## src/sv/a2phi_ram.sv

```systemverilog
// Generic single-write, single-read RAM with a registered read port.
// Depends on nothing.
module a2phi_ram #(
   parameter int WIDTH = 8,
   parameter int DEPTH = 256
) (
   input  logic                     clock,
   input  logic                     wr_en,
   input  logic [$clog2(DEPTH)-1:0] wr_addr,
   input  logic [WIDTH-1:0]         wr_data,
   input  logic [$clog2(DEPTH)-1:0] rd_addr,
   output logic [WIDTH-1:0]         rd_data
);

   logic [WIDTH-1:0] mem_ff [DEPTH];
   logic [WIDTH-1:0] rd_data_ff;

   always_ff @(posedge clock) begin
      if (wr_en) begin
         mem_ff[wr_addr] <= wr_data;
      end
      rd_data_ff <= mem_ff[rd_addr];
   end

   assign rd_data = rd_data_ff;

endmodule

```

## config.mk

```make
export PLATFORM = sky130hd
export DESIGN_NAME = a2phi_ram
export DESIGN_NICKNAME = d
export VERILOG_FILES = /design/src/sv/a2phi_ram.sv
export SDC_FILE = /design/constraint.sdc
export NUM_CORES = 2
export LEC_CHECK = 0
export BUFFER_PORTS_ARGS = -buffer_cell sky130_fd_sc_hd__buf_4
export CORE_MARGIN = 1
export CORE_UTILIZATION = 35
export CTS_CLUSTER_DIAMETER = 100
export DETAILED_ROUTE_END_ITERATION = 12
export SLEW_MARGIN = 20
export SYNTH_ARGS = -nofsm -noshare
export SYNTH_HDL_FRONTEND = slang
export SYNTH_SLANG_ARGS = --single-unit
```

## constraint.sdc

```tcl
create_clock -name clock -period 3.7 [get_ports clock]
set_input_delay 0.37 -clock clock [delete_from_list [all_inputs] [get_ports clock]]
set_output_delay 0.37 -clock clock [all_outputs]
set_load 0.01 [all_outputs]
```

Word level (Yosys, flattened, before mapping) --
Memory sizes are Yosys's and may differ from the RTL's. A register that Yosys moved wholly into a read port is not among the register bits. Index checks and enable logic that the tools add are counted. W data, S select, Z words.
Word-level totals: output and inout bits 8, memory bits (writable) 2048, logic and storage cells 3, flip-flop bits (word level) 0, memories 1
Memories:
- mem_ff | depth 256, width 8, rd ports 1, clocked after memory_dff 1, wr ports 1, RTL line 15 | logic [WIDTH-1:0] mem_ff [DEPTH];
Operators by class: muxes and demuxes 2
Operators with widths (count):
- $mux W1 | 2

Longest topological paths before layout --
depth in word-level cells 2, gate-level depth with buffers 11, mapped depth without buffers 6

Worst setup path after synthesis --
No wires, ideal clock.
path kind input to register, start input port rd_addr[0], end register rd_data_ff[2], in the netlist rd_data[2], read port of mem_ff, stages 9, data required time 3.569 ns, slack 1.392 ns, setup time 0.131 ns, arrival time 2.177 ns, path buffers 4, path through buf_6 -> buf_12 -> buf_8 -> buf_2 -> mux4_2 -> a22oi_1 -> a21oi_1 -> nor4_1 -> nor4_2
RTL lines:
- start, declared | RTL line 11 | input logic [$clog2(DEPTH)-1:0] rd_addr,
- end, declared | RTL line 16 | logic [WIDTH-1:0] rd_data_ff;

==> run_results.csv <==
group,metric,value,unit
sta,rsz0062_at_grt,"false",
floorplan,ioPinCount,34,
route,viasPerCell,5.46,
floorplan,core.rowCount,174,
yosys,syn_area,79600,sq um
yosys,synth_top_area_share,77.3,%
route,dr_total_vias,39600,
sta,final.setup.worst_slack,0.841,ns
place,numPortBuffers,33,
sta,drv_slew,0,
layout,fill_cells,19600,
clock_tree,cts_hold_buf,0,
route,routed_wirelength,203000,um
floorplan,die_x,479,um
yosys,ys.flop_type,"edfxtp_1",
yosys,syn_inst,3733,
worst_setup_path,cp.arrival,3.56,ns
floorplan,core-area,225000,sq um
sta,setup_viol,0,
layout,drive_above_1_share,26.6,%
yosys,synth-edff-count,2048,
clock_tree,path_clk_slew,0.06,ns
place,hpwl,129000,um
worst_setup_path,r2r_end,"rd_data[3]",
sta,fin_crit_sh,77.3,%
yosys,yosysSeqAreaShare,77.5,%
place,dpl_cell_area,85300,sq um
sta,worst_slew_pin_slew,1.17,ns
layout,final_nets,4108,
route,drt_iter0_markers,4530,
yosys,synth.distinct_cells,55,
worst_setup_path,endpoint_kind,"flop",
status,status,"finished, final reports clean",
clock_tree,cts_tree,"built",
yosys,synth_area_leaders,"edfxtp_1 (77%), mux4_2 (13%), mux2i_1 (1.7%), nor2_1 (1.3%), a22oi_1 (1.3%)",
grt,grt_pass1_vias,39900,
sta,period_minus_slack,2.86,ns
yosys,avgSynthCellArea,21.3,sq um
power,p_per_area,529,nW/um^2
worst_hold_path,hold_path.class,"in2reg",
clock_tree,clk_latency,0.85,ns
power,combPwrFrac,5.0,%
worst_hold_path,min_to,"mem_ff[90][4]",
yosys,synth_top_area_cell,"edfxtp_1",
grt,antenna_found_initial,6,
worst_setup_path,crit_path_max_fanout,39,
floorplan,die_y,479,um
clock_tree,numCtsBuffers,204,
worst_hold_path,hp-start,"wr_data[4]",
sta,clock.fmax,350,MHz
power,p_clk_share,42.0,%
grt,track_usage,17.6,%
worst_setup_path,critPathRequiredTime,4.41,ns
layout,fin_area,91900,sq um
route,drt_first_pass_iters,6,
grt,grt_max_degree,159,
grt,gr-total-overflow,0,
layout,syn_to_final_growth,15.5,%
yosys,ys_seq_elements,2056,
route,wl_per_cell,28.0,um
power,switching_share,21.8,%
clock_tree,cts_max_level,4,
clock_tree,clock_path_buffers,3,
clock_tree,clock_sinks,2056,
sta,fin_hold_ws,0.0166,ns
power,pwr-share-seq,53.0,%
grt,grt_pass1_wl,294000,um
sta,fin_setup_tns,0,ns
yosys,syn_nets,3759,
worst_setup_path,startpoint_type,"input pin",
power,vdd_ir_drop_max,0.000438,V
clock_tree,clockRootBuffer,"clkbuf_16",
power,p_int,0.0380,W
yosys,yosysWarnings,0,
flow_run,cap_violations,0,
route,drc,0,
power,leakagePower,28.5,nW
power,power,0.0486,W
sta,relSlewSlack,22.1,%
clock_tree,cts_resized,0,
sta,skew,0.0572,ns
clock_tree,post_cts_buffers,0,
route,drtAntennaViolNets,0,
worst_setup_path,r2r-start,"mem_ff[80][3]",
worst_setup_path,criticalPathCategory,"in2reg",
place,dp_slack,0.0821,ns
sta,hold_violations,0,
worst_setup_path,r2r_cells,7,
worst_hold_path,whs_path_depth,1,
yosys,async_flop_share,0,%
floorplan,start_util,35.3,%
power,power_switching,0.0106,W
floorplan,dieArea,229000,sq um
worst_setup_path,r2r_slack,0.94,ns
place,gp_congestion,0.848,
## per-layer routing
metal | track usage [%] | share of wire (%) | vias up | wire (um)
met2 | 27.9 | 48 | 1651 | 97400
met5 | 0 | 0 | - | 0
met4 | 5.55 | 2.9 | 0 | 5900
met3 | 3.04 | 7.3 | 296 | 14900
li1 | - | - | 16400 | -
met1 | 24.7 | 42 | 21200 | 85000
## cells in the mapped netlist, types with 4 or more instances
| cell | number |
|---|---|
| nand2b_1 | 8 |
| nor3_1 | 22 |
| clkbuf_1 | 111 |
| nor4_1 | 24 |
| buf_8 | 13 |
| a211oi_1 | 16 |
| a22o_1 | 8 |
| o21ai_0 | 10 |
| nand3_1 | 34 |
| o221ai_1 | 46 |
| buf_1 | 22 |
| nor2b_1 | 31 |
| and2_1 | 6 |
| a221oi_1 | 13 |
| a22oi_1 | 133 |
| o22a_1 | 5 |
| nand4_1 | 10 |
| nand2_1 | 33 |
| buf_2 | 31 |
| o32ai_1 | 4 |
| buf_6 | 21 |
| buf_12 | 8 |
| o22ai_1 | 28 |
| mux2i_1 | 134 |
| edfxtp_1 | 2048 |
| mux4_2 | 454 |
| buf_4 | 27 |
| dfxtp_1 | 8 |
| or2_2 | 4 |
| nor2_1 | 282 |
| a21oi_1 | 96 |
| o211ai_1 | 10 |
## power by group through the flow
stage / combinational (W) / clock (W) / sequential, W
after global routing: 0.00258 / 0.0215 / 0.0257
after detailed placement: 0.00247 / 0 / 0.0262
final: 0.00245 / 0.0204 / 0.0257
after floorplan: 0.00125 / 0 / 0.0262
after CTS: 0.00247 / 0.0207 / 0.0257
after global placement: 0.00245 / 0 / 0.0262
## per-stage QoR
step,cells,util [%]
final,7247,40.8
after detailed placement,6868,37.8
after global placement,6868,37.8
after global routing,7246,40.8
after floorplan,3733,-
after CTS,7244,40.8
## worst max-delay path by stage
| stage | from | end | slack, ns | cells after the start |
|---|---|---|---|---|
| final | rd_addr[0] | rd_data[0] | 0.84 | 10 |
| after global routing | rd_addr[0] | rd_data[0] | 0.76 | 10 |
| after CTS | mem_ff[80][1] | rd_data[1] | 0.97 | 6 |
| after detailed placement | rd_addr[0] | rd_data[0] | 0.08 | 10 |
| after global placement | rd_addr[0] | rd_data[0] | 0.11 | 10 |
| after floorplan | rd_addr[0] | rd_data[2] | 1.39 | 9 |
## kinds of logic (layout without fill, tap and decap cells)
| family | count (synthesis) | in the layout | share of synthesized area, % |
|---|---|---|---|
| multiplexers | 591 | 591 | 14.6 |
| buffers and inverters | 235 | 754 | 1.83 |
| AND/OR/NAND/NOR | 466 | 466 | 2.63 |
| flip-flops | 2056 | 2056 | 77.5 |
| AO/OA/AOI/OAI | 385 | 385 | 3.42 |
| other | 0 | 3 | 0 |
## state kept, by name, summed over array words and instances, names as in the netlist
name / count
mem_ff: 2048
rd_data: 8
## critical path, stage by stage
cell     delay [ns]
buf_8          0.15
buf_12         0.22
buf_12         0.33
buf_4          0.31
mux4_2         0.54
a22oi_1        0.33
a21oi_1        0.20
nor4_1         0.73
buf_4          0.27
nor4_2         0.04
## final cells by class
type	count	area [sq um]	area share, %
Inverter	2	7.51	0.00817
Sequential cell	2056	61700	67.1
Antenna cell	3	7.51	0.00817
Tap cell	2992	3740	4.07
Multi-Input combinational cell	1442	16500	17.9
Timing Repair Buffer	376	3370	3.67
Clock buffer	256	5300	5.77
Clock inverter	120	1290	1.41
## cell usage in the layout (no fill, tap or decap), types with 8 or more instances in the layout
master     synthesis  final
clkbuf_16          0    204
buf_4             27    328
nand2b_1           8      8
o21ai_0           10     10
clkinv_2           0     31
a22oi_1          133    133
buf_12             8     38
nand4_1           10     10
edfxtp_1        2048   2048
nor4_1            24     24
nor2b_1           31     28
nand2_1           33     33
nand3_1           34     34
o22ai_1           28     28
dfxtp_1            8      8
nor2_1           282    279
nor3_1            22     22
a22o_1             8      8
a221oi_1          13     13
clkbuf_1         111     52
bufinv_16          0     17
a211oi_1          16     16
o221ai_1          46     46
mux2i_1          134    134
mux4_2           454    454
o211ai_1          10     10
clkinv_1           1     44
buf_8             13     10
a21oi_1           96     96
No activity file was read; power rests on OpenSTA's default activity.
