`src/sv/a2phi_pkg.sv`:
```
// Package of the angle lookup core: widths, beat structs, state type and
// the first-quadrant arctan table built at elaboration. Depends on nothing.
package a2phi_pkg;

   localparam int KEEP_BITS = 5;
   localparam int PHI_BITS  = 10;
   localparam int MAG_BITS  = 12;

   localparam int IN_W      = MAG_BITS + 1;
   localparam int MAG_W     = MAG_BITS + 1;
   localparam int LEAD_W    = $clog2(MAG_W);
   localparam int ADDR_W    = 2 * KEEP_BITS;
   localparam int TABLE_LEN = 1 << ADDR_W;
   localparam int CODE_W    = PHI_BITS - 1;
   localparam int RED_MASK  = (1 << KEEP_BITS) - 1;
   localparam int PHI_COUNT = 1 << PHI_BITS;
   localparam int PHI_HALF  = PHI_COUNT / 2;
   localparam int PHI_QUART = PHI_COUNT / 4;
   localparam int PHI_EIGHT = PHI_COUNT / 8;

   // Accept to result strobe, in clock edges.
   localparam int PIPE_LATENCY = 5;

   localparam real TWO_PI = 2.0 * 3.14159265358979323846;

   typedef logic [CODE_W-1:0] rom_type [TABLE_LEN];

   typedef enum logic {
      ST_FILL,
      ST_RUN
   } state_type;

   typedef struct packed {
      logic              valid;
      logic              neg_x;
      logic              neg_y;
      logic [ADDR_W-1:0] addr;
   } lookup_type;

   typedef struct packed {
      logic valid;
      logic neg_x;
      logic neg_y;
   } sign_type;

   // Rounded first-quadrant angle codes; the row is y, the column x.
   function automatic rom_type build_rom();
      rom_type rom;
      real     ang;
      int      code;
      for (int ay = 0; ay <= RED_MASK; ay++) begin
         for (int ax = 0; ax <= RED_MASK; ax++) begin
            if (ay == 0) begin
               code = 0;
            end else if (ax == 0) begin
               code = PHI_QUART;
            end else if (ax == ay) begin
               code = PHI_EIGHT;
            end else begin
               ang  = $atan2(real'(ay), real'(ax));
               code = int'($floor(ang / TWO_PI * real'(PHI_COUNT) + 0.5));
            end
            rom[ax + (ay << KEEP_BITS)] = CODE_W'(code);
         end
      end
      return rom;
   endfunction

   localparam rom_type ANGLE_ROM = build_rom();

endpackage

```
`src/sv/a2phi_fold.sv`:
```
// Output stage: folds the first-quadrant code into the full circle by the
// signs of the components and registers the result. Depends on a2phi_pkg.
module a2phi_fold (
   input  logic                            clock,
   input  logic                            reset,
   input  a2phi_pkg::sign_type             tag,
   input  logic [a2phi_pkg::CODE_W-1:0]    code,
   output logic                            out_valid,
   output logic [a2phi_pkg::PHI_BITS-1:0]  phi_word
);

   logic                            valid_ff;
   logic [a2phi_pkg::PHI_BITS-1:0]  phi_ff, phi_in;
   logic [a2phi_pkg::PHI_BITS-1:0]  code_ext;

   // Sums wrap at the word width, which gives the modulo of the full circle.
   always_comb begin
      code_ext = a2phi_pkg::PHI_BITS'(code);
      if (!tag.neg_x && !tag.neg_y) begin
         phi_in = code_ext;
      end else if (tag.neg_x && !tag.neg_y) begin
         phi_in = a2phi_pkg::PHI_BITS'(a2phi_pkg::PHI_HALF) - code_ext;
      end else if (tag.neg_x && tag.neg_y) begin
         phi_in = a2phi_pkg::PHI_BITS'(a2phi_pkg::PHI_HALF) + code_ext;
      end else begin
         phi_in = '0 - code_ext;
      end
   end

   always_ff @(posedge clock) begin
      if (reset) begin
         valid_ff <= 1'b0;
      end else begin
         valid_ff <= tag.valid;
      end
      phi_ff <= phi_in;
   end

   assign out_valid = valid_ff;
   assign phi_word  = phi_ff;

endmodule

```
`config.mk`:
```
export PLATFORM = sky130hd
export DESIGN_NAME = a2phi_fold
export DESIGN_NICKNAME = d
export VERILOG_FILES = /design/src/sv/a2phi_pkg.sv /design/src/sv/a2phi_fold.sv
export SDC_FILE = /design/constraint.sdc
export NUM_CORES = 1
export LEC_CHECK = 0
export BUFFER_PORTS_ARGS = -buffer_cell sky130_fd_sc_hd__buf_2
export CORE_AREA = 2 2 39 41
export CTS_CLUSTER_DIAMETER = 40
export DETAILED_ROUTE_END_ITERATION = 6
export DIE_AREA = 0 0 41 43
export SLEW_MARGIN = 20
export SYNTH_ARGS = -nofsm -noshare
export SYNTH_HDL_FRONTEND = slang
export SYNTH_SLANG_ARGS = --single-unit
```
`constraint.sdc`:
```
create_clock -name clock -period 1.2 [get_ports clock]
set_input_delay 0.12 -clock clock [delete_from_list [all_inputs] [get_ports clock]]
set_output_delay 0.12 -clock clock [all_outputs]
set_load 0.01 [all_outputs]
```
* Word level (Yosys, flattened, before mapping) *
Cells that the tools add are included.

word-level totals
  flip-flop bits (word level) = 11
  input bits = 14
  word-level logic and storage cells = 14

cells by class
  $add $sub $neg = 3
  mux-type cells = 3
  reductions and logical operators = 5

operators with widths
  cell                                                                  number
  10-bit two-way mux                                                    2
  10-bit by 9-bit adder with 10-bit output (first input constant)       1
  1-bit by 9-bit subtractor with 10-bit output (first input constant)   1
  10-bit by 9-bit subtractor with 10-bit output (first input constant)  1
  9-bit two-way mux                                                     1
  1-bit logical AND                                                     3
  1-bit zero test                                                       2

* Logic depth before layout (Yosys ltp) *
  depth after elaboration = 4
  depth in mapped cells = 5
  depth with buffers taken out = 5

* Worst setup path after synthesis *
Ideal clock, no wire load.

  kind = input to register
  from = in code[3] (netlist name)
  to = reg phi_ff, in the netlist phi_word[9]
  setup time = 0.121 ns
  arrival = 1.152 ns
  slack = -0.072 ns
  stages = 3
  path buffers = 0
  path through = or4_4 -> nor3b_2 -> mux2_2

on the way
  longest elaborated chain between the ends = 3

ends and longest elaborated chain
  item                                                                                                             RTL line                            RTL
  from (decl)                                                                                                      a2phi_fold.sv:7                     input logic [a2phi_pkg::CODE_W-1:0] code,
  10-bit by 9-bit adder with 10-bit output / 1-bit by 9-bit subtractor with 10-bit output (equally long branches)  a2phi_fold.sv:24, a2phi_fold.sv:26
  10-bit two-way mux                                                                                               a2phi_fold.sv:23                    end else if (tag.neg_x && tag.neg_y) begin
  10-bit two-way mux *                                                                                             a2phi_fold.sv:21                    end else if (tag.neg_x && !tag.neg_y) begin
  to (signal assigned)                                                                                             a2phi_fold.sv:36                    phi_ff <= phi_in;
  to (decl)                                                                                                        a2phi_fold.sv:13                    logic [a2phi_pkg::PHI_BITS-1:0] phi_ff, phi_in;

Every way passes the cells marked *; elsewhere a longest branch is shown, timed or not.
A chain may end at the register's enable or synchronous reset.

* Final worst setup path *
Ends and elaborated chain as after synthesis.

==> flow_summary.ini <==
[run_status]
status = finished clean

[critical_path]
path_class = in -> reg
start_kind = input pin
crit_arrival_ns = 1.28
critPathSlowestCell = or4_4
crit_path_max_fanout = 2
worstPathRequired_ns = 1.35
crit_path_cell_trace = buf_2 > or4_4 > nor3b_2 > mux2_2
end_kind = flip-flop
max_stage_delay_ns = 0.54

[routing]
ant_nets = 0
viasPerCell = 4.073
drtPass1Iterations = 2
drt_iter0_drc = 1
wl_per_cell_um = 9.313
drc = 0
via_count = 391
wirelength_um = 894

[clocking]
htree_levels = 1
cts.sinks = 11
numCtsBuffers = 3
clk_path_buf_depth = 2
tritoncts = done
cts_resized = 0
clockRootBuffer = clkbuf_4
clk_pin_slew_ns = 0.07

[sta]
slew_viol_final = 0
period_needed_ns = 1.122
max_freq_ghz = 0.8912
tightest_slew_ns = 0.3399
setup_viol = 0
finalHoldViolCount = 0
timing.hold.ws_ns = 0.06770
rsz0062_at_grt = no
relSlewSlack_pct = 77.17
fin_crit_sh_pct = 93.51
setup_tns_ns = 0

[power]
pwr_density_cell_nw_per_um2 = 1260
power_frac_comb_pct = 24.1
p_leak_nw = 0.3443
pwr-share-clk_pct = 27.9
p_sw_mw = 0.2269
p_seq_share_pct = 48.0
p_int_mw = 0.6545
ir_worst_vdd_v = 0.0004657
swShare_pct = 25.74

[synth]
yosysSeqAreaShare_pct = 50.87
netlist_area_um2 = 432.9
syn_nets = 54
avgSynthCellArea_um2 = 11.10
synth_cells = 39
yosysWarnings = 0
synth_seq_cells = 11
ys_types = 17

[global_route]
antenna_found_initial = 0
track_usage_pct = 12.31
overflow = 0
grt_pass1_wl_um = 1414
grt_max_degree = 7
grt_pass1_vias = 369

[final_layout]
fill_cells = 135
drive_gt1_share_pct = 53.75
mostFrequentLayoutCells = 24 x buf_2, 12 x buf_4, 11 x dfxtp_1
antennaDiodeCount = 0
seqCellArea_um2 = 220.2
nets = 96
syn_to_final_growth_pct = 61.56
multiInputGateArea_um2 = 205.2
final_common_cell = buf_2

[placement]
routabilityCongestion = 0.7436
hpwl_um = 721.6
io_buffers = 24

[floorplanning]
row_count = 14
die_h_um = 43
fp.dieW_um = 41
dieArea_um2 = 1763
core_area_um2 = 1384
ioPinCount = 25
initial_core_util_pct = 31.28

[run]
cap_viol_max_count = 0

[worst_hold_path]
hold_class = in -> reg
-- logic make-up after synthesis --
group                    count (synthesis)  synth area share (%)
XOR/XNOR                                 9                 18.21
multiplexers                             1                 2.601
AO/OA/AOI/OAI                            6                 10.12
flip-flops                              11                 50.87
buffers and inverters                    2                 1.735
adder cells (fa/ha/maj)                  1                 2.890
AND/OR/NAND/NOR                          9                 13.58
-- synthesized netlist by cell type (all sizes together) --
master  number  area share, %
inv          2            1.7
a21oi        2            2.3
xor2         5             10
xnor2        4            8.1
o41ai        1            3.8
or4          1            2.6
nor2b        1            1.4
nor2         3            2.6
dfxtp       11             51
o31ai        1            1.7
nor4         1            1.4
ha           1            2.9
nor3b        2            4.6
mux2         1            2.6
nand2        1           0.87
o21ai        2            2.3
-- layer usage --
layer,part of all wire [%],up-vias,GRT usage (%)
met2,48,15,17.81
li1,-,216,-
met5,0,-,0
met4,1.3,0,10.00
met3,7.0,2,3.141
met1,44,158,14.38
-- cell type report --
| cell class | instances | share of cell area (%) |
|---|---|---|
| Timing Repair Buffer | 37 | 31.48 |
| Sequential cell | 11 | 31.48 |
| Clock buffer | 4 | 3.757 |
| Multi-Input combinational cell | 26 | 29.34 |
| Tap cell | 16 | 2.862 |
| Inverter | 2 | 1.073 |
-- critical path, delay by kind of cell --
family / cells / cell delay [ns]
mux: 1 / 0.34
buf+inv: 1 / 0.11
simple gates: 2 / 0.71
-- stage by stage --
step           cell area [um2]  cells  setup slack, ns  total power [mW]  utilization, %
6_report                 699.4     96          0.07787            0.8814           50.54
5_1_grt                  699.4     96          0.07312            0.9491           50.54
4_1_cts                  699.4     96          0.08665            0.9017           50.54
3_5_place_dp             663.1     91          -0.1983            0.6446           47.92
3_3_place_gp             663.1     91          -0.1894            0.6409           47.92
2_1_floorplan            432.9     39         -0.07241            0.5237               -
-- power by group through the flow --
| stage | Combinational, mW | Sequential [mW] | Clock (mW) |
|---|---|---|---|
| floorplan | 0.0638 | 0.460 | 0 |
| global placement | 0.211 | 0.430 | 0 |
| detailed placement | 0.213 | 0.431 | 0 |
| CTS | 0.217 | 0.423 | 0.261 |
| global route | 0.239 | 0.428 | 0.283 |
| finish | 0.213 | 0.423 | 0.246 |
-- timing repair --
item / CTS / global route
hold endpoints to repair: 1 / 0
hold buffers: 1 / 0
buffers inserted: 0 / 0
-- registers in the layout, indices dropped and copies added, names as in the netlist --
signal,count
phi_word,10
out_valid,1
-- final timing paths --
check,startpoint,to,slack (ns),cells past startpoint
hold / removal,tag[2],out_valid,0.07,2
setup / recovery,code[3],phi_word[9],0.08,4
Power figures use the tool's default switching activity.
