===== src/sv/a2phi_pkg.sv =====
// Package of the angle lookup core: widths, beat structs, state type and
// the first-quadrant arctan table built at elaboration. Depends on nothing.
package a2phi_pkg;

   localparam int KEEP_BITS = 5;
   localparam int PHI_BITS  = 10;
   localparam int MAG_BITS  = 12;

   localparam int IN_W      = MAG_BITS + 1;
   localparam int MAG_W     = MAG_BITS + 1;
   localparam int LEAD_W    = $clog2(MAG_W);
   localparam int ADDR_W    = 2 * KEEP_BITS;
   localparam int TABLE_LEN = 1 << ADDR_W;
   localparam int CODE_W    = PHI_BITS - 1;
   localparam int RED_MASK  = (1 << KEEP_BITS) - 1;
   localparam int PHI_COUNT = 1 << PHI_BITS;
   localparam int PHI_HALF  = PHI_COUNT / 2;
   localparam int PHI_QUART = PHI_COUNT / 4;
   localparam int PHI_EIGHT = PHI_COUNT / 8;

   // Accept to result strobe, in clock edges.
   localparam int PIPE_LATENCY = 5;

   localparam real TWO_PI = 2.0 * 3.14159265358979323846;

   typedef logic [CODE_W-1:0] rom_type [TABLE_LEN];

   typedef enum logic {
      ST_FILL,
      ST_RUN
   } state_type;

   typedef struct packed {
      logic              valid;
      logic              neg_x;
      logic              neg_y;
      logic [ADDR_W-1:0] addr;
   } lookup_type;

   typedef struct packed {
      logic valid;
      logic neg_x;
      logic neg_y;
   } sign_type;

   // Rounded first-quadrant angle codes; the row is y, the column x.
   function automatic rom_type build_rom();
      rom_type rom;
      real     ang;
      int      code;
      for (int ay = 0; ay <= RED_MASK; ay++) begin
         for (int ax = 0; ax <= RED_MASK; ax++) begin
            if (ay == 0) begin
               code = 0;
            end else if (ax == 0) begin
               code = PHI_QUART;
            end else if (ax == ay) begin
               code = PHI_EIGHT;
            end else begin
               ang  = $atan2(real'(ay), real'(ax));
               code = int'($floor(ang / TWO_PI * real'(PHI_COUNT) + 0.5));
            end
            rom[ax + (ay << KEEP_BITS)] = CODE_W'(code);
         end
      end
      return rom;
   endfunction

   localparam rom_type ANGLE_ROM = build_rom();

endpackage


===== src/sv/a2phi_reduce.sv =====
// Three-stage front end: magnitudes and signs, leading-one shift, then the
// shifted and clamped table address. Depends on a2phi_pkg.
module a2phi_reduce (
   input  logic                               clock,
   input  logic                               reset,
   input  logic                               in_valid,
   input  logic signed [a2phi_pkg::IN_W-1:0]  comp_x,
   input  logic signed [a2phi_pkg::IN_W-1:0]  comp_y,
   output a2phi_pkg::lookup_type              lookup
);

   // Stage 1: magnitudes.
   logic                            v1_ff, negx1_ff, negy1_ff;
   logic [a2phi_pkg::MAG_W-1:0]     magx1_ff, magy1_ff;
   logic [a2phi_pkg::MAG_W-1:0]     magx1_in, magy1_in;

   // Stage 2: shift amount.
   logic                            v2_ff, negx2_ff, negy2_ff;
   logic [a2phi_pkg::MAG_W-1:0]     magx2_ff, magy2_ff;
   logic [a2phi_pkg::LEAD_W-1:0]    sh2_ff, sh2_in;
   logic [a2phi_pkg::MAG_W-1:0]     big;
   logic [a2phi_pkg::LEAD_W-1:0]    lead;
   logic                            found;

   // Stage 3: address.
   a2phi_pkg::lookup_type           lookup_ff, lookup_in;
   logic [a2phi_pkg::MAG_W-1:0]     rx_full, ry_full;
   logic [a2phi_pkg::KEEP_BITS-1:0] rx, ry;

   // The most negative input has a magnitude one beyond the positive range,
   // which still fits the unsigned magnitude width.
   always_comb begin
      magx1_in = comp_x[a2phi_pkg::IN_W-1] ? (~comp_x) + 1'b1 : comp_x;
      magy1_in = comp_y[a2phi_pkg::IN_W-1] ? (~comp_y) + 1'b1 : comp_y;
   end

   always_ff @(posedge clock) begin
      if (reset) begin
         v1_ff <= 1'b0;
      end else begin
         v1_ff <= in_valid;
      end
      negx1_ff <= comp_x[a2phi_pkg::IN_W-1];
      negy1_ff <= comp_y[a2phi_pkg::IN_W-1];
      magx1_ff <= magx1_in;
      magy1_ff <= magy1_in;
   end

   always_comb begin
      big   = (magx1_ff > magy1_ff) ? magx1_ff : magy1_ff;
      lead  = '0;
      found = 1'b0;
      for (int b = 0; b < a2phi_pkg::MAG_W; b++) begin
         if (big[b]) begin
            lead  = a2phi_pkg::LEAD_W'(b);
            found = 1'b1;
         end
      end
      sh2_in = '0;
      if (found && int'(lead) >= a2phi_pkg::KEEP_BITS - 1) begin
         sh2_in = a2phi_pkg::LEAD_W'(int'(lead) - (a2phi_pkg::KEEP_BITS - 1));
      end
   end

   always_ff @(posedge clock) begin
      if (reset) begin
         v2_ff <= 1'b0;
      end else begin
         v2_ff <= v1_ff;
      end
      negx2_ff <= negx1_ff;
      negy2_ff <= negy1_ff;
      magx2_ff <= magx1_ff;
      magy2_ff <= magy1_ff;
      sh2_ff   <= sh2_in;
   end

   always_comb begin
      rx_full = magx2_ff >> sh2_ff;
      ry_full = magy2_ff >> sh2_ff;
      if (rx_full > a2phi_pkg::MAG_W'(a2phi_pkg::RED_MASK)) begin
         rx = a2phi_pkg::KEEP_BITS'(a2phi_pkg::RED_MASK);
      end else begin
         rx = rx_full[a2phi_pkg::KEEP_BITS-1:0];
      end
      if (ry_full > a2phi_pkg::MAG_W'(a2phi_pkg::RED_MASK)) begin
         ry = a2phi_pkg::KEEP_BITS'(a2phi_pkg::RED_MASK);
      end else begin
         ry = ry_full[a2phi_pkg::KEEP_BITS-1:0];
      end
      lookup_in.valid = v2_ff;
      lookup_in.neg_x = negx2_ff;
      lookup_in.neg_y = negy2_ff;
      lookup_in.addr  = {ry, rx};
   end

   always_ff @(posedge clock) begin
      if (reset) begin
         lookup_ff.valid <= 1'b0;
      end else begin
         lookup_ff.valid <= lookup_in.valid;
      end
      lookup_ff.neg_x <= lookup_in.neg_x;
      lookup_ff.neg_y <= lookup_in.neg_y;
      lookup_ff.addr  <= lookup_in.addr;
   end

   assign lookup = lookup_ff;

endmodule


===== config.mk =====
export PLATFORM = sky130hd
export DESIGN_NAME = a2phi_reduce
export DESIGN_NICKNAME = d
export VERILOG_FILES = /design/src/sv/a2phi_pkg.sv /design/src/sv/a2phi_reduce.sv
export SDC_FILE = /design/constraint.sdc
export NUM_CORES = 1
export LEC_CHECK = 0
export ABC_AREA = 1
export CAP_MARGIN = 20
export CORE_MARGIN = 3
export CORE_UTILIZATION = 51
export DETAILED_ROUTE_END_ITERATION = 16
export DONT_BUFFER_PORTS = 1
export PLACE_DENSITY = 0.66
export SLEW_MARGIN = 10
export SYNTH_ARGS = -nofsm -noshare
export SYNTH_HDL_FRONTEND = slang
export SYNTH_SLANG_ARGS = --single-unit

===== constraint.sdc =====
create_clock -name clock -period 3.19 [get_ports clock]
set_input_delay 0.638 -clock clock [delete_from_list [all_inputs] [get_ports clock]]
set_output_delay 0.638 -clock clock [all_outputs]
set_load 0.01 [all_outputs]

# == Word level (Yosys, flattened, before mapping) ==
# Cells that the tools add are included.
# totals
latch_bits,0
input_bits,29
register_bits,75
mem_bits_rw,0
out_inout_bits,13
romBits,0
mem_count,0
# op_classes
mux,28
magnitude_cmp,4
n_div,0
shift,2
reduce_logical,1
bitwise_logic,2
n_mul,0
n_eq_ne,0
n_addsub,3
# ops
op,count
$mux W4,11
$add A13 B1 Y13 const B,2
$gt A13 B5 Y1 const B,2
$not A13 Y13,2
$shr A13 B4 Y13,2
$mux W12,2
$mux W1,14
$gt A13 B13 Y1,1
$mux W13,1
$ge A4 B3 Y1 const B,1
$sub A4 B3 Y4 const B,1
$logic_and A1 B1 Y1,1

# == Logic depth before layout (Yosys ltp) ==
# logic_depth
depth_word,16
mapped_depth,21
ltp_nobuf,21

# == Worst setup path after synthesis ==
# Ideal clock, no wire load.
# synth_timing
path_type,reg2reg
start,reg magy1_ff[12] (netlist name)
end,reg sh2_ff[2] (netlist name)
required_time_ps,3124
setup_time_ps,66
period_less_slack_ps,2463
path_stages_with_launch,20
t_arrival_ps,2397
n_path_buf,1
setup_slack_ps,727
path_cell_list,dfxtp_1 -> inv_1 -> ha_1 -> nand2_2 -> inv_1 -> nand2_1 -> nand2_1 -> a21oi_1 -> nand2_4 -> nand2_4 -> buf_8 -> nand2_1 -> o21ai_2 -> nand2_1 -> nor2_1 -> a21oi_1 -> ha_1 -> a21oi_2 -> nand2_2 -> a21oi_2
# synth_between
elab_chain_len,16
# synth_rtl
element,line,rtl
"start, declared",a2phi_reduce.sv:14,"logic [a2phi_pkg::MAG_W-1:0] magx1_ff, magy1_ff;"
"start signal, assigned",a2phi_reduce.sv:46,magy1_ff <= magy1_in;
$gt A13 B13 Y1,a2phi_reduce.sv:50,big = (magx1_ff > magy1_ff) ? magx1_ff : magy1_ff;
$mux W13 (*),a2phi_reduce.sv:50,
$mux W1,a2phi_reduce.sv:54,if (big[b]) begin
$mux W4 or $mux W1 (tied branches) (11 in a row),a2phi_reduce.sv:54,
$ge A4 B3 Y1 or $mux W1 (tied branches),"a2phi_reduce.sv:60, a2phi_reduce.sv:54",
$logic_and A1 B1 Y1,a2phi_reduce.sv:60,if (found && int'(lead) >= a2phi_pkg::KEEP_BITS - 1) begin
"end signal, assigned",a2phi_reduce.sv:75,sh2_ff <= sh2_in;
"end, declared",a2phi_reduce.sv:20,"logic [a2phi_pkg::LEAD_W-1:0] sh2_ff, sh2_in;"
# Every way passes the cells marked *; elsewhere a longest branch is shown, timed or not.
# A chain may end at the register's enable or synchronous reset.

# == Worst setup path in the final report ==
# Ends and elaborated chain as after synthesis.

==> impl_metrics.py <==
metrics = {
    "timing": {
        "timing.fmax_mhz": 362,
        "tns_ns": 0,
        "rsz0062_at_grt": "no",
        "min_period_ns": 2.76,
        "max_slew_margin": 0.595,
        "worst_pin_slew_ns": 0.606,
        "setup_viol_count_final": 0,
        "hold_slack_ns": 0.311,
        "skew_ns": 0.00845,
        "min_period_over_period": 0.865,
        "slew_viol_final": 0,
        "finalHoldViolCount": 0,
    },
    "job": {
        "maxCapViolCount": 0,
    },
    "drt": {
        "dr.pass1.iters": 4,
        "viasPerCell": 5.01,
        "drt_wl_total_microns": 7080,
        "drc": 0,
        "vias": 2883,
        "post_drt_wl_per_cell_microns": 12.3,
        "drt_iter0_markers": 111,
        "drtAntennaViolNets": 0,
    },
    "grt": {
        "globalRouteTotalUtil": 0.187,
        "grt_pass1_vias": 2811,
        "grt_pass1_wl_microns": 12300,
        "grt-ovfl-total": 0,
        "antenna_found_initial": 0,
        "grt_max_degree": 27,
    },
    "layout": {
        "areaGrowthSynthToFinish_pct": 7.80,
        "antenna_cells": 0,
        "finish.instance_area_sq_um": 3890,
        "fill_cells": 658,
        "nets": 519,
        "fin_cells": 575,
        "drive_gt1_frac": 0.0835,
    },
    "logic_synthesis": {
        "synth_seq_cells": 75,
        "syn-num-nets": 520,
        "netlist_area_sq_um": 3610,
        "synthDistinctLibCells": 42,
        "yosysWarnings": 0,
        "synthArstFlopShare": 0,
        "syn_area_per_cell_sq_um": 7.59,
        "synth-edff-count": 0,
        "netlist_instances": 475,
        "yosysSeqAreaShare": 0.416,
        "ys.flop_type": "dfxtp_1",
    },
    "run_status": {
        "outcome": "finished, final reports clean",
    },
    "clocking": {
        "cts.sinks": 75,
        "htreeDepth": 3,
        "cts_resized": 0,
        "cts_made_buffers": 9,
        "clk-insertion-delay-late_ns": 0.35,
        "cts_tree": "yes",
        "clockBufferDepth": 2,
        "cts_setup_buffers": 0,
        "cts_hold_buf": 0,
        "cts-root-buf": "clkbuf_8",
        "clkTransAtPathRegs_ns": 0.08,
    },
    "placed_design": {
        "postPlaceCellArea_sq_um": 3660,
        "post-dp-hpwl_microns": 5680,
        "gp_congestion": 0.888,
        "dp.cells": 559,
        "port_buffers": 0,
    },
    "setup_path": {
        "startpoint_type": "flop",
        "path_max_fanout": 18,
        "crit_required_ns": 3.48,
        "cpPeakStageDelay_ns": 0.38,
        "r2r_slack_ns": 0.43,
        "r2r-start": "magy1_ff[12]",
        "rr_worst_depth": 18,
        "critPathCaptureType": "flop",
        "crit_path_frequent_cell": "nand2_1",
        "cp_cell_sequence": "inv_1 -> ha_1 -> nand2_2 -> inv_1 -> nand2_1 -> nand2_1 -> a21oi_1 -> nand2_4 -> nand2_4 -> nand2_1 -> o21ai_1 -> nand2_1 -> nor2_1 -> a21oi_1 -> ha_1 -> a21oi_2 -> nand2_2 -> a21oi_2",
        "cp_slowest_cell": "dfxtp_1",
        "path_delay_family": "simple AND/OR/NAND/NOR gates",
        "r2r-end": "sh2_ff[2]",
        "path_buf_inv": 2,
        "crit_cells": 18,
        "crit_type": "reg -> reg",
        "crit_arrival_ns": 3.05,
    },
    "pwr": {
        "power_leakage_nw": 1.84,
        "powerDensity_nw_per_um2": 803,
        "vdd_drop_max_uv": 288,
    },
    "floorplan": {
        "die_width_microns": 90.1,
        "ios": 42,
        "start_util": 0.528,
        "core_sq_um": 6830,
        "rows": 30,
        "chipHeight_microns": 90.1,
        "dieArea_sq_um": 8120,
    },
    "hold_path": {
        "min_to": "magx1_ff[0]",
        "hold_depth": 0,
        "min-delay-start": "comp_x[0]",
        "hold_path_class": "in -> reg",
    },
}
## cells in the mapped netlist, types with 4 or more instances
library cell  count  area [sq um]
nand3_1          20           100
a31oi_1           8          50.1
nand2_1         139           522
o211ai_1          6          45.0
mux2i_1           5          50.1
nor3_1            8          40.0
nand2_2           4          25.0
clkbuf_1          6          22.5
nor2_2            4          25.0
xnor2_1           6          52.6
a21oi_1          12          60.1
inv_1            59           221
xor2_1           14           123
buf_2             5          25.0
nor2_1           22          82.6
dfxtp_1          75          1500
ha_1             16           200
o21ai_0          24           120
## metal layers
metal | part of all wire | GRT usage | vias up
met4 | 0.028 | 0.103 | 0
met5 | 0 | 0 | -
met1 | 0.49 | 0.237 | 1277
met3 | 0.037 | 0.0351 | 15
li1 | - | - | 1533
met2 | 0.45 | 0.299 | 58
## per-stage QoR
stage / setup WS [ns] / util / total power [W]
after detailed placement: 0.433 / 0.536 / 0.00234
after global routing: 0.119 / 0.569 / 0.00338
after floorplan: 0.727 / - / 0.00215
after CTS: 0.400 / 0.569 / 0.00315
final: 0.429 / 0.569 / 0.00312
after global placement: 0.513 / 0.536 / 0.00232
## flip-flops by register name, summed over array words and instances, names as in the netlist
signal and count:
lookup 13, magx1_ff 13, magx2_ff 13, magy1_ff 13, magy2_ff 13, negx1_ff 1
negx2_ff 1, negy1_ff 1, negy2_ff 1, sh2_ff 4, v1_ff 1, v2_ff 1
## power breakdown
| part | total [W] | switching (W) | internal, W |
|---|---|---|---|
| sequential | 0.00126 | 0.000168 | 0.00110 |
| combinational | 0.00105 | 0.000668 | 0.000387 |
| clock | 0.000806 | 0.000360 | 0.000445 |
| total | 0.00312 | 0.00120 | 0.00193 |
## cell usage in the layout, fill, tap and decap left out, drive strengths merged, types with 2 or more instances in the layout
cell type / count
xnor2: 6
a31oi: 8
nor3b: 2
bufinv: 2
nand3: 22
nand2: 145
clkbuf: 9
nor2: 27
a211oi: 3
dfxtp: 75
or2: 3
o311ai: 2
nor3: 9
a211o: 2
clkinvlp: 3
o31ai: 2
mux2i: 5
nand4: 3
nor4: 3
inv: 61
o211ai: 6
a21oi: 15
ha: 16
xor2: 14
o21ai: 29
## how the worst max path moves through the flow
stage / slack, ns / from / end
after floorplan: 0.73 / magy1_ff[12] / sh2_ff[2]
after CTS: 0.40 / magy1_ff[12] / sh2_ff[1]
after global routing: 0.12 / magy1_ff[12] / sh2_ff[0]
after global placement: 0.51 / magy1_ff[12] / sh2_ff[2]
after detailed placement: 0.43 / magy1_ff[12] / sh2_ff[2]
final: 0.43 / magy1_ff[12] / sh2_ff[2]
## worst reg2reg max path, stage by stage (launching register included)
cell and delay (ns):
dfxtp_1 0.38, inv_1 0.06, ha_1 0.30, nand2_2 0.10
inv_1 0.04, nand2_1 0.06, nand2_1 0.06, a21oi_1 0.22
nand2_4 0.13, nand2_4 0.19, nand2_1 0.07, o21ai_1 0.13
nand2_1 0.14, nor2_1 0.19, a21oi_1 0.10, ha_1 0.21
a21oi_2 0.14, nand2_2 0.10, a21oi_2 0.10
## kinds of logic after synthesis
| kind of cell | after synthesis | share of synthesized area |
|---|---|---|
| muxes | 5 | 0.0139 |
| and+or+nand+nor | 215 | 0.263 |
| adders and majority gates | 16 | 0.0555 |
| AOI/OAI and AO/OA | 71 | 0.121 |
| xor gates and xnor gates | 20 | 0.0486 |
| DFF | 75 | 0.416 |
| buffers and inverters | 73 | 0.0819 |
## final cells by class
class	instances	area, sq um	area share
tap	96	120	0.0309
timing repair buffer	1	7.51	0.00193
multi-input combinational	327	1810	0.466
clock inverter	7	100	0.0257
clock buffer	9	124	0.0319
inverter	60	225	0.0579
sequential	75	1500	0.386
No activity file was read; power rests on OpenSTA's default activity.
